$ cat src/hw/rtl/stirt_pkg.sv
// shared types, constants and helpers for the signed integer to radix text block
// no dependencies; used by stirt_ctrl, stirt_dp and signed_integer_to_radix_text
package stirt_pkg;

   // fixed field widths
   localparam int SIZE_W     = 5;
   localparam int SYMBOL_W   = 8;
   localparam int DIGIT_W    = 4;
   localparam int CSR_DATA_W = 64;
   localparam int CSR_IDX_W  = 2;
   localparam int SLOTS      = 16;

   // default for the top-level parameter
   localparam int VALUE_BITS_DEFAULT = 32;

   // largest radix the alphabet may define
   localparam int MAX_SYMBOLS = 16;

   // special characters
   localparam logic [SYMBOL_W-1:0] PLUS_CHAR  = 8'h2B;
   localparam logic [SYMBOL_W-1:0] MINUS_CHAR = 8'h2D;

   // register indexes
   localparam logic [CSR_IDX_W-1:0] REG_ALPHABET_SIZE = 2'd0;
   localparam logic [CSR_IDX_W-1:0] REG_SYMBOLS_LOW   = 2'd1;
   localparam logic [CSR_IDX_W-1:0] REG_SYMBOLS_HIGH  = 2'd2;

   // register reset values: ten symbols "1234567889"; the repeated '8' fails the alphabet check
   localparam logic [SIZE_W-1:0]     ALPHABET_SIZE_RESET = 5'd10;
   localparam logic [CSR_DATA_W-1:0] SYMBOLS_LOW_RESET   = 64'd4050765991979987505;
   localparam logic [CSR_DATA_W-1:0] SYMBOLS_HIGH_RESET  = 64'd14648;

   typedef struct packed {
      logic [SIZE_W-1:0]     alphabet_size;
      logic [CSR_DATA_W-1:0] symbols_low;
      logic [CSR_DATA_W-1:0] symbols_high;
   } cfg_type;

   // controller to datapath
   typedef struct packed {
      logic start;
      logic div_step;
      logic mem_read;
      logic rd_dec;
      logic load_sign;
      logic load_digit;
      logic load_invalid;
   } cmd_type;

   // datapath to controller
   typedef struct packed {
      logic alpha_ok;
      logic negative;
      logic div_last;
      logic quot_zero;
      logic rd_zero;
   } sts_type;

   // pick one byte symbol out of the alphabet
   function automatic logic [SYMBOL_W-1:0] symbol_at(input logic [CSR_DATA_W-1:0] lo,
                                                     input logic [CSR_DATA_W-1:0] hi,
                                                     input logic [DIGIT_W-1:0]    idx);
      logic [2*CSR_DATA_W-1:0] w;
      w = {hi, lo};
      return w[{idx, 3'b000} +: SYMBOL_W];
   endfunction

endpackage

$ cat src/hw/rtl/signed_integer_to_radix_text.sv
// top level: configuration registers, controller and datapath
// depends on stirt_pkg, stirt_ctrl and stirt_dp
//
// channel   direction  handshake              payload
// req_      in         req_valid/req_ready    req_value (VALUE_BITS, signed)
// rsp_      out        rsp_valid/rsp_ready    rsp_symbol, rsp_last, rsp_invalid
// csr_      in         csr_valid/csr_ready    csr_index, csr_data
//
// one item at a time: accept, an alphabet check, a minus sign for a negative
// value, then the bit-serial divider produces every digit into the digit
// memory, and each digit is read back from it and emitted in turn.
// an invalid alphabet gives a single invalid result instead.
// reset is synchronous, active high.
// a stalled result holds the output register and pauses the emission loop.
module signed_integer_to_radix_text #(
   parameter int VALUE_BITS = stirt_pkg::VALUE_BITS_DEFAULT
) (
   input  logic                                clock,
   input  logic                                reset,
   input  logic                                req_valid,
   output logic                                req_ready,
   input  logic signed [VALUE_BITS-1:0]        req_value,
   output logic                                rsp_valid,
   input  logic                                rsp_ready,
   output logic [stirt_pkg::SYMBOL_W-1:0]      rsp_symbol,
   output logic                                rsp_last,
   output logic                                rsp_invalid,
   input  logic                                csr_valid,
   output logic                                csr_ready,
   input  logic [stirt_pkg::CSR_IDX_W-1:0]     csr_index,
   input  logic [stirt_pkg::CSR_DATA_W-1:0]    csr_data
);

   stirt_pkg::cfg_type cfg_ff, cfg_in;
   stirt_pkg::cmd_type cmd;
   stirt_pkg::sts_type sts;
   logic               csr_write;

   // configuration writes are always taken
   assign csr_ready = 1'b1;
   assign csr_write = csr_valid && csr_ready;

   always_comb begin
      cfg_in = cfg_ff;
      if (csr_write) begin
         case (csr_index)
            stirt_pkg::REG_ALPHABET_SIZE: begin
               cfg_in.alphabet_size = csr_data[stirt_pkg::SIZE_W-1:0];
            end
            stirt_pkg::REG_SYMBOLS_LOW: begin
               cfg_in.symbols_low = csr_data;
            end
            stirt_pkg::REG_SYMBOLS_HIGH: begin
               cfg_in.symbols_high = csr_data;
            end
            default: begin
               cfg_in = cfg_ff;
            end
         endcase
      end
   end

   always_ff @(posedge clock) begin
      if (reset) begin
         cfg_ff.alphabet_size <= stirt_pkg::ALPHABET_SIZE_RESET;
         cfg_ff.symbols_low   <= stirt_pkg::SYMBOLS_LOW_RESET;
         cfg_ff.symbols_high  <= stirt_pkg::SYMBOLS_HIGH_RESET;
      end else begin
         cfg_ff <= cfg_in;
      end
   end

   stirt_ctrl u_ctrl (
      .clock     (clock),
      .reset     (reset),
      .req_valid (req_valid),
      .req_ready (req_ready),
      .rsp_valid (rsp_valid),
      .rsp_ready (rsp_ready),
      .cmd       (cmd),
      .sts       (sts)
   );

   stirt_dp #(
      .VALUE_BITS (VALUE_BITS)
   ) u_dp (
      .clock       (clock),
      .reset       (reset),
      .cfg         (cfg_ff),
      .req_value   (req_value),
      .cmd         (cmd),
      .sts         (sts),
      .rsp_symbol  (rsp_symbol),
      .rsp_last    (rsp_last),
      .rsp_invalid (rsp_invalid)
   );

`ifndef SYNTHESIS
   // an invalid-alphabet result stands alone with a zero symbol
   a_invalid_alone: assert property (@(posedge clock) disable iff (reset)
      rsp_valid && rsp_invalid |-> rsp_last && (rsp_symbol == '0))
      else $error("invalid result not alone or symbol not zero");

   // a minus sign is never the final character of a number
   a_minus_not_last: assert property (@(posedge clock) disable iff (reset)
      rsp_valid && !rsp_invalid && (rsp_symbol == stirt_pkg::MINUS_CHAR) |-> !rsp_last)
      else $error("minus sign marked last");

   // an accepted item keeps the input closed in the following cycle
   a_busy_after_accept: assert property (@(posedge clock) disable iff (reset)
      req_valid && req_ready |=> !req_ready)
      else $error("input open right after a transfer");
`endif

endmodule

$ cat src/hw/rtl/stirt_ctrl.sv
// sequencing state machine: accept, alphabet check, divide loop, emission
// depends on stirt_pkg; drives stirt_dp through cmd_type, watches sts_type
module stirt_ctrl (
   input  logic               clock,
   input  logic               reset,
   input  logic               req_valid,
   output logic               req_ready,
   output logic               rsp_valid,
   input  logic               rsp_ready,
   output stirt_pkg::cmd_type cmd,
   input  stirt_pkg::sts_type sts
);

   typedef enum logic [2:0] {
      S_IDLE,
      S_CHECK,
      S_BAD,
      S_SIGN,
      S_DIVIDE,
      S_READ,
      S_EMIT
   } state_type;

   state_type state_ff, state_in;
   logic      rsp_valid_ff, rsp_valid_in;
   logic      out_free;
   logic      load_any;

   // output register can take a new item
   assign out_free  = !rsp_valid_ff || rsp_ready;
   assign req_ready = (state_ff == S_IDLE);
   assign rsp_valid = rsp_valid_ff;

   // next state and commands
   always_comb begin
      state_in = state_ff;
      cmd      = '0;
      case (state_ff)
         S_IDLE: begin
            if (req_valid) begin
               cmd.start = 1'b1;
               state_in  = S_CHECK;
            end
         end
         S_CHECK: begin
            if (!sts.alpha_ok) begin
               state_in = S_BAD;
            end else if (sts.negative) begin
               state_in = S_SIGN;
            end else begin
               state_in = S_DIVIDE;
            end
         end
         S_BAD: begin
            if (out_free) begin
               cmd.load_invalid = 1'b1;
               state_in         = S_IDLE;
            end
         end
         S_SIGN: begin
            if (out_free) begin
               cmd.load_sign = 1'b1;
               state_in      = S_DIVIDE;
            end
         end
         S_DIVIDE: begin
            cmd.div_step = 1'b1;
            if (sts.div_last && sts.quot_zero) begin
               state_in = S_READ;
            end
         end
         S_READ: begin
            cmd.mem_read = 1'b1;
            state_in     = S_EMIT;
         end
         S_EMIT: begin
            if (out_free) begin
               cmd.load_digit = 1'b1;
               if (sts.rd_zero) begin
                  state_in = S_IDLE;
               end else begin
                  cmd.rd_dec = 1'b1;
                  state_in   = S_READ;
               end
            end
         end
         default: begin
            state_in = S_IDLE;
         end
      endcase
   end

   // result valid flag
   assign load_any     = cmd.load_sign || cmd.load_digit || cmd.load_invalid;
   assign rsp_valid_in = load_any ? 1'b1 : (rsp_ready ? 1'b0 : rsp_valid_ff);

   // state and registered outputs
   always_ff @(posedge clock) begin
      if (reset) begin
         state_ff     <= S_IDLE;
         rsp_valid_ff <= 1'b0;
      end else begin
         state_ff     <= state_in;
         rsp_valid_ff <= rsp_valid_in;
      end
   end

endmodule

$ cat src/hw/rtl/stirt_dp.sv
// datapath: magnitude, bit-serial radix divider, digit memory, output register
// depends on stirt_pkg; commanded by stirt_ctrl
module stirt_dp #(
   parameter int VALUE_BITS = stirt_pkg::VALUE_BITS_DEFAULT
) (
   input  logic                             clock,
   input  logic                             reset,
   input  stirt_pkg::cfg_type               cfg,
   input  logic signed [VALUE_BITS-1:0]     req_value,
   input  stirt_pkg::cmd_type               cmd,
   output stirt_pkg::sts_type               sts,
   output logic [stirt_pkg::SYMBOL_W-1:0]   rsp_symbol,
   output logic                             rsp_last,
   output logic                             rsp_invalid
);

   localparam int IDX_W  = $clog2(VALUE_BITS);
   localparam int STEP_W = $clog2(VALUE_BITS);
   localparam int DW     = stirt_pkg::DIGIT_W;
   localparam int SW     = stirt_pkg::SYMBOL_W;

   logic [VALUE_BITS-1:0] mag_ff, mag_in;
   logic                  neg_ff, neg_in;
   logic [DW-1:0]         rem_ff, rem_in;
   logic [STEP_W-1:0]     step_ff, step_in;
   logic [IDX_W-1:0]      wr_idx_ff, wr_idx_in;
   logic [IDX_W-1:0]      rd_idx_ff, rd_idx_in;
   logic                  ok_ff, ok_in;
   logic [DW-1:0]         rd_data_ff;
   logic [DW-1:0]         digit_mem [VALUE_BITS];
   logic [SW-1:0]         symbol_ff, symbol_in;
   logic                  last_ff, last_in;
   logic                  invalid_ff, invalid_in;

   logic [VALUE_BITS-1:0] raw_mag;
   logic [DW:0]           r_shift;
   logic [DW:0]           r_sub;
   logic                  ge;
   logic [DW-1:0]         r_new;
   logic [VALUE_BITS-1:0] q_new;
   logic                  div_last;
   logic                  digit_done;
   logic [SW-1:0]         sym  [stirt_pkg::SLOTS];
   logic [stirt_pkg::SLOTS-1:0] in_use;
   logic                  bad_sym;

   // alphabet check over all symbol slots and pairs
   always_comb begin
      for (int i = 0; i < stirt_pkg::SLOTS; i++) begin
         sym[i]    = stirt_pkg::symbol_at(cfg.symbols_low, cfg.symbols_high, DW'(i));
         in_use[i] = (stirt_pkg::SIZE_W'(i) < cfg.alphabet_size);
      end
      bad_sym = 1'b0;
      for (int i = 0; i < stirt_pkg::SLOTS; i++) begin
         if (in_use[i] && (sym[i] == stirt_pkg::PLUS_CHAR
                           || sym[i] == stirt_pkg::MINUS_CHAR)) begin
            bad_sym = 1'b1;
         end
         for (int j = i + 1; j < stirt_pkg::SLOTS; j++) begin
            if (in_use[j] && sym[i] == sym[j]) begin
               bad_sym = 1'b1;
            end
         end
      end
      ok_in = !bad_sym && (cfg.alphabet_size >= stirt_pkg::SIZE_W'(2))
              && (cfg.alphabet_size <= stirt_pkg::SIZE_W'(stirt_pkg::MAX_SYMBOLS));
   end

   // magnitude of the input, exact for the most negative value
   assign raw_mag = req_value[VALUE_BITS-1] ? (~req_value + 1'b1) : req_value;

   // one restoring division step per cycle
   assign r_shift    = {rem_ff, mag_ff[VALUE_BITS-1]};
   assign ge         = (r_shift >= cfg.alphabet_size);
   assign r_sub      = r_shift - cfg.alphabet_size;
   assign r_new      = ge ? r_sub[DW-1:0] : r_shift[DW-1:0];
   assign q_new      = {mag_ff[VALUE_BITS-2:0], ge};
   assign div_last   = (step_ff == STEP_W'(VALUE_BITS - 1));
   assign digit_done = cmd.div_step && div_last;

   // divider and pointer next values
   always_comb begin
      mag_in    = mag_ff;
      neg_in    = neg_ff;
      rem_in    = rem_ff;
      step_in   = step_ff;
      wr_idx_in = wr_idx_ff;
      rd_idx_in = rd_idx_ff;
      if (cmd.start) begin
         mag_in    = raw_mag;
         neg_in    = req_value[VALUE_BITS-1];
         rem_in    = '0;
         step_in   = '0;
         wr_idx_in = '0;
      end else if (cmd.div_step) begin
         mag_in = q_new;
         if (div_last) begin
            rem_in    = '0;
            step_in   = '0;
            rd_idx_in = wr_idx_ff;
            wr_idx_in = wr_idx_ff + 1'b1;
         end else begin
            rem_in  = r_new;
            step_in = step_ff + 1'b1;
         end
      end else if (cmd.rd_dec) begin
         rd_idx_in = rd_idx_ff - 1'b1;
      end
   end

   // output register next values
   always_comb begin
      symbol_in  = symbol_ff;
      last_in    = last_ff;
      invalid_in = invalid_ff;
      if (cmd.load_invalid) begin
         symbol_in  = '0;
         last_in    = 1'b1;
         invalid_in = 1'b1;
      end else if (cmd.load_sign) begin
         symbol_in  = stirt_pkg::MINUS_CHAR;
         last_in    = 1'b0;
         invalid_in = 1'b0;
      end else if (cmd.load_digit) begin
         symbol_in  = stirt_pkg::symbol_at(cfg.symbols_low, cfg.symbols_high, rd_data_ff);
         last_in    = (rd_idx_ff == '0);
         invalid_in = 1'b0;
      end
   end

   // control registers
   always_ff @(posedge clock) begin
      if (reset) begin
         step_ff   <= '0;
         wr_idx_ff <= '0;
         rd_idx_ff <= '0;
         neg_ff    <= 1'b0;
         ok_ff     <= 1'b1;
      end else begin
         step_ff   <= step_in;
         wr_idx_ff <= wr_idx_in;
         rd_idx_ff <= rd_idx_in;
         neg_ff    <= neg_in;
         ok_ff     <= ok_in;
      end
   end

   // payload registers
   always_ff @(posedge clock) begin
      mag_ff     <= mag_in;
      rem_ff     <= rem_in;
      symbol_ff  <= symbol_in;
      last_ff    <= last_in;
      invalid_ff <= invalid_in;
   end

   // digit memory, one write and one registered read
   always_ff @(posedge clock) begin
      if (digit_done) begin
         digit_mem[wr_idx_ff] <= r_new;
      end
      if (cmd.mem_read) begin
         rd_data_ff <= digit_mem[rd_idx_ff];
      end
   end

   assign sts.alpha_ok  = ok_ff;
   assign sts.negative  = neg_ff;
   assign sts.div_last  = div_last;
   assign sts.quot_zero = (q_new == '0);
   assign sts.rd_zero   = (rd_idx_ff == '0);

   assign rsp_symbol  = symbol_ff;
   assign rsp_last    = last_ff;
   assign rsp_invalid = invalid_ff;

endmodule
$ cat config.mk
export PLATFORM = sky130hd
export DESIGN_NAME = signed_integer_to_radix_text
export DESIGN_NICKNAME = d
export VERILOG_FILES = /design/src/hw/rtl/stirt_pkg.sv /design/src/hw/rtl/signed_integer_to_radix_text.sv /design/src/hw/rtl/stirt_ctrl.sv /design/src/hw/rtl/stirt_dp.sv
export SDC_FILE = /design/constraint.sdc
export NUM_CORES = 1
export LEC_CHECK = 0
export BUFFER_PORTS_ARGS = -buffer_cell sky130_fd_sc_hd__buf_2
export CORE_MARGIN = 3
export CORE_UTILIZATION = 54
export CTS_CLUSTER_SIZE = 12
export DETAILED_ROUTE_END_ITERATION = 12
export PLACE_DENSITY = 0.69
export SYNTH_ARGS = -nofsm -noshare
export SYNTH_HDL_FRONTEND = slang
export SYNTH_HIERARCHICAL = 1
export SYNTH_SLANG_ARGS = --single-unit
$ cat constraint.sdc
create_clock -name clock -period 4.5 [get_ports clock]
set_input_delay 0 -clock clock [delete_from_list [all_inputs] [get_ports clock]]
set_output_delay 0 -clock clock [all_outputs]
set_load 0.02 [all_outputs]
==> flow_metrics.env, run 1 <==
export IMPL_post_cts_buffers=0
export IMPL_drt_vias_per_instance=6.74
export IMPL_worstReg2RegStart="cfg_ff[129]"
export IMPL_cts_tree="built"
export IMPL_final_core_util_pct=61.5
export IMPL_root_buffer="clkbuf_16"
export IMPL_rr_endpoint="u_dp/digit_mem[7][2]"
export IMPL_worstSetupPathType="reg2reg"
export IMPL_fmaxAchievable_mhz=290
export IMPL_cp_end_kind="flop"
export IMPL_crit_fanout=32
export IMPL_syn_cell_area_um2=28100
export IMPL_fin_worst_skew_ps=33.2
export IMPL_clk_pin_slew_ps=60
export IMPL_cap_violations=0
export IMPL_num_rows=82
export IMPL_io_buffers=114
export IMPL_leakage_nw=10.9
export IMPL_gp_congestion=1.11
export IMPL_core_um2=50800
export IMPL_syn2layout_area_growth_pct=11.2
export IMPL_grt_pass1_wl_mm=164
export IMPL_initial_utilization_pct=55.3
export IMPL_hpwl_mm=77.1
export IMPL_finalSetupViolCount=0
export IMPL_drcViolationCount=0
export IMPL_holdWs_ps=57.1
export IMPL_die_w_um=234
export IMPL_fillers=4185
export IMPL_cts_buffer_depth=3
export IMPL_ys_warn_count=6
export IMPL_powerDensity_nw_per_um2=271
export IMPL_tns_ps=0
export IMPL_ys_seq_area_share_pct=29.5
export IMPL_status="complete, no violations"
export IMPL_grt_use_total_pct=40.8
export IMPL_grt_max_degree=131
export IMPL_io_pin_count=116
export IMPL_clk_latency_ps=570
export IMPL_dr_pass1_iters=7
export IMPL_dieArea_um2=54700
export IMPL_dpl_instance_area_um2=29000
export IMPL_crit_arrival_ps=3640
export IMPL_hold_violations=0
export IMPL_drtIter0Drc=4168
export IMPL_postRouteWirelength_mm=114
export IMPL_synth_cell_type_count=70
export IMPL_r2r_slack_ps=1050
export IMPL_hold_class="in2reg"
export IMPL_post_route_period_util_pct=76.7
export IMPL_cts_sinks=332
export IMPL_syn_nets=3073
export IMPL_synth_edff_count=164
export IMPL_nNetsFinal=3125
export IMPL_dr_total_vias=25000
export IMPL_syn_inst=2955
export IMPL_min_period_ps=3450
export IMPL_cts_buffers=37
export IMPL_synth_area_per_cell_um2=9.50
export IMPL_design_area_um2=31200
export IMPL_drive_above_1_share_pct=14.3
export IMPL_dp_cells=3538
export IMPL_cts_max_level=2
export IMPL_power_total_mw=8.47
export IMPL_reg2reg_depth=8
export IMPL_overflow=0
export IMPL_critPathLaunchType="flop"
export IMPL_fin_cells=3708
export IMPL_worstMarginPinSlew_ps=1190
export IMPL_cp_required_ps=4680
export IMPL_vdd_ir_drop_worst_uv=338
export IMPL_synth_seq_cells=332
export IMPL_synthArstFlopShare_pct=0
export IMPL_grt_pass1_vias=24100
export IMPL_drv_slew=0
export IMPL_synth_ff_type="dfxtp_1"
export IMPL_wire_per_inst_um=30.7
export IMPL_die_y_um=234
export IMPL_antenna_found_initial=3
export IMPL_min_delay_start="req_value[31]"
export IMPL_min_path_cells=3
export IMPL_max_slew_margin_pct=20.5
export IMPL_rsz0062_at_grt="false"
export IMPL_hold_end="u_dp/neg_ff"
export IMPL_layout_setup_ws_ps=1050
export IMPL_place_worst_setup_slack_ps=1200
export IMPL_detail_route_antenna_nets=0
## sequential cells by signal, indices dropped and copies added, names as in the netlist, 3 cells and up
signal and count:
cfg_ff 133, u_dp/digit_mem 128, u_dp/mag_ff 32, u_dp/rsp_symbol 8, u_dp/rd_idx_ff 5, u_dp/step_ff 5, u_dp/wr_idx_ff 5, u_dp/rd_data_ff 4
u_dp/rem_ff 4, u_ctrl/state_ff 3
## Yosys cell counts, types with 15 or more instances
library cell	n	area [um2]
buf_4	19	143
xor2_1	386	3380
nor3_1	57	285
xnor2_1	626	5480
buf_1	37	139
a21oi_1	52	260
nand4_1	171	1070
inv_1	16	60.1
nor4b_1	18	158
nor2_1	186	698
dfxtp_1	168	3360
edfxtp_1	164	4920
buf_2	146	731
a22oi_1	15	113
o21ai_0	17	85.1
nand2_1	40	150
nand3_1	20	100
nand2b_1	165	1030
clkbuf_1	149	559
mux2i_1	142	1420
nor4_1	110	688
a31oi_1	20	125
mux4_2	80	1800
## worst max-delay path by stage
stage / start / endpoint / slack, ps / depth (start not counted)
4_1_cts: cfg_ff[129] / u_dp/digit_mem[15][2] / 1160 / 8
6_report: cfg_ff[129] / u_dp/digit_mem[7][2] / 1050 / 8
3_3_place_gp: cfg_ff[129] / u_dp/digit_mem[22][3] / 1420 / 8
5_1_grt: cfg_ff[129] / u_dp/digit_mem[15][2] / 890 / 8
3_5_place_dp: cfg_ff[129] / u_dp/digit_mem[31][2] / 1200 / 8
2_1_floorplan: u_dp/rd_idx_ff[0] / u_dp/rd_idx_ff[2] / 1700 / 11
## routing by layer
metal  up-vias  global-route usage [%]  part of all wire (%)
met5         -                       0                0.0061
met3       552                    13.1                    15
met4         2                    22.1                   6.7
met2      2080                    58.3                    41
li1      10200                       -                     -
met1     12100                    54.9                    38
## area by class of cell
class | count | area [um2] | share of cell area [%]
tap | 672 | 841 | 2.69
clock buffer | 56 | 1100 | 3.52
multi-input combinational | 2252 | 18100 | 58.0
antenna | 3 | 7.51 | 0.0241
sequential | 332 | 8300 | 26.6
clock inverter | 9 | 61.3 | 0.196
timing repair buffer | 368 | 2750 | 8.82
inverter | 16 | 60.1 | 0.192
## cell usage in the layout (no fill, tap or decap), types with 17 or more instances in the layout
cell type      count
clkbuf_16         39
a21oi_1           52
xor2_1           386
nor4_1           110
mux4_2            80
a31oi_1           19
nor3_1            56
nand4_1          171
o21ai_0           17
dfxtp_1          161
buf_2            113
nand2b_1         165
buf_4            151
dlygate4sd3_1    102
nand2_1           40
nor4b_1           18
nor2_1           186
edfxtp_1         164
xnor2_1          626
nand3_1           20
mux2i_1          142
## timing repair
item                      4_1_cts  5_1_grt
hold endpoints to repair      172        0
gates resized for setup         0        0
hold buffers                  102        0
## where the power goes
part	total, mW	leakage, nW	switching (mW)	internal [mW]
Clock	2.96	0.569	1.27	1.69
Sequential	3.68	2.88	0.301	3.38
Combinational	1.83	7.49	1.04	0.789
## critical path, stage by stage (launching register included)
cell	delay, ps
dfxtp_1	560
inv_1	200
ha_1	360
nor2b_1	140
o21ai_0	240
a31oi_1	130
o21a_1	250
o21ai_0	270
o21a_1	910
## cells by family after synthesis
family / synth area share [%]
xor+xnor: 31.6
simple gates: 16.2
buf+inv: 6.04
fa+ha+maj: 0.696
flops: 29.5
mux: 11.6
other cells: 0.0134
compound gates: 4.28
No activity file was read; power rests on OpenSTA's default activity.
==> inputs of run 2 (changes only) <==
Settings changed: PLACE_DENSITY 0.69 to 0.72.
Clock period 4.5 ns to 3.14 ns, I/O delays scaled along.
==> flow_metrics.env, run 2 (synthesis results as in run 1) <==
export IMPL_status="complete, but fails checks"
export IMPL_violations="negative setup slack"
export IMPL_powerDensity_nw_per_um2=387
export IMPL_hold_end="u_dp/neg_ff"
export IMPL_drv_slew=0
export IMPL_clk_latency_ps=570
export IMPL_crit_fanout=10
export IMPL_reg_top3="cfg_ff x133, u_dp/digit_mem x128, u_dp/mag_ff x32"
export IMPL_cts_buffers=38
export IMPL_critPathLaunchType="flop"
export IMPL_post_route_period_util_pct=101
export IMPL_rsz0062_at_grt="false"
export IMPL_final_core_util_pct=64.2
export IMPL_hold_class="in2reg"
export IMPL_reg2reg_depth=7
export IMPL_finalSetupViolCount=1
export IMPL_die_y_um=234
export IMPL_largest_register="cfg_ff"
export IMPL_grt_pass1_wl_mm=171
export IMPL_gp_congestion=1.13
export IMPL_hold_violations=0
export IMPL_tns_ps=-29.3
export IMPL_rr_endpoint="u_dp/ok_ff"
export IMPL_die_w_um=234
export IMPL_min_period_ps=3170
export IMPL_drive_above_1_share_pct=17.7
export IMPL_antenna_found_initial=2
export IMPL_hpwl_mm=81.8
export IMPL_vdd_ir_drop_worst_uv=503
export IMPL_grt_max_degree=106
export IMPL_drcViolationCount=0
export IMPL_dr_total_vias=25400
export IMPL_cts_sinks=332
export IMPL_core_um2=50800
export IMPL_max_slew_margin_pct=18.4
export IMPL_initial_utilization_pct=55.3
export IMPL_postRouteWirelength_mm=119
export IMPL_min_delay_start="req_value[31]"
export IMPL_min_path_cells=3
export IMPL_worstSetupPathType="reg2reg"
export IMPL_leakage_nw=11.7
export IMPL_drtIter0Drc=3760
export IMPL_worstReg2RegStart="cfg_ff[20]"
export IMPL_nNetsFinal=3247
export IMPL_worstMarginPinSlew_ps=1220
export IMPL_layout_setup_ws_ps=-29.3
export IMPL_cts_buffer_depth=3
export IMPL_fin_worst_skew_ps=24.0
export IMPL_crit_arrival_ps=3640
export IMPL_grt_pass1_vias=24600
export IMPL_detail_route_antenna_nets=0
export IMPL_wire_per_inst_um=31.0
export IMPL_cap_violations=0
export IMPL_overflow=0
export IMPL_drt_vias_per_instance=6.62
export IMPL_final_common_cell="xnor2_1"
export IMPL_dr_pass1_iters=6
export IMPL_fmaxAchievable_mhz=316
export IMPL_cts_max_level=2
export IMPL_num_rows=82
export IMPL_r2r_slack_ps=-30
export IMPL_most_common_layout_cells="xnor2_1, xor2_1, buf_4"
export IMPL_clk_pin_slew_ps=70
export IMPL_place_worst_setup_slack_ps=238
export IMPL_root_buffer="clkbuf_16"
export IMPL_syn2layout_area_growth_pct=16.2
export IMPL_cp_end_kind="flop"
export IMPL_grt_use_total_pct=42.8
export IMPL_largest_reg_flops=133
export IMPL_io_buffers=114
export IMPL_io_pin_count=116
export IMPL_holdWs_ps=43.0
export IMPL_cp_required_ps=3610
export IMPL_dieArea_um2=54700
export IMPL_cts_tree="built"
## run 2: cell count changes in the layout (fill, tap and decap cells not counted), sizes merged
| cell | before | now |
|---|---|---|
| clkbuf | 56 | 52 |
| bufinv | 0 | 4 |
| clkinvlp | 1 | 0 |
| inv | 16 | 19 |
| buf | 266 | 390 |
| clkinv | 8 | 7 |
| dlygate4sd3 | 102 | 99 |
## run 2: through the flow
stage,cell area (um2),instances,power (mW)
finish,32600,3830,12.6
global route,32600,3827,13.0
CTS,32600,3827,12.6
detailed placement,30300,3662,7.90
global placement,30300,3662,7.82
floorplan,28100,2955,6.93
## run 2: power breakdown
part / internal [mW] / leakage (nW) / switching (mW) / total [mW]
clock: 2.73 / 0.622 / 1.84 / 4.57
sequential: 4.84 / 2.88 / 0.357 / 5.20
combinational: 1.23 / 8.23 / 1.63 / 2.86
## run 2: final cells by class
cell class / instances / area [um2]
well taps: 672 / 841
diodes: 3 / 7.51
multi-input cells: 2252 / 18100
clock buffers: 52 / 1070
fillers: 4042 / 18200
flip-flops and latches: 332 / 8290
clock inverters: 14 / 189
inverters: 16 / 60.1
repair buffers: 489 / 4040
## run 2: worst max-delay path: stages, from the launching register on
cell and delay, ps:
dfxtp_1 1130, xor2_1 140, nor4_1 790, buf_4 250
a22oi_1 90, o22ai_1 320, nor4_1 100, a41o_1 250
## run 2: routing by layer
layer	share of wire, %	global-route usage, %	vias up
met3	13	14.1	549
li1	-	-	10500
met1	39	57.0	12400
met4	6.6	22.4	2
met5	0.065	1.07	-
met2	41	61.7	1939
## run 2: repair_timing
item	4_1_cts	5_1_grt
gates resized for setup	0	4
hold buffers	99	0
endpoints found under the setup margin	0	97
hold endpoints to repair	164	0
buffers inserted	0	0
## run 2: how the worst max path moves through the flow
stage | slack [ps] | endpoint | start | cells past startpoint
after floorplan | 340 | u_dp/rd_idx_ff[2] | u_dp/rd_idx_ff[0] | 11
after detailed placement | 240 | u_dp/digit_mem[6][0] | cfg_ff[131] | 7
after global placement | 320 | u_dp/digit_mem[4][0] | cfg_ff[131] | 7
after CTS | 200 | u_dp/digit_mem[14][0] | cfg_ff[129] | 8
final | -30 | u_dp/ok_ff | cfg_ff[20] | 7
after global routing | 10 | u_dp/ok_ff | cfg_ff[20] | 7
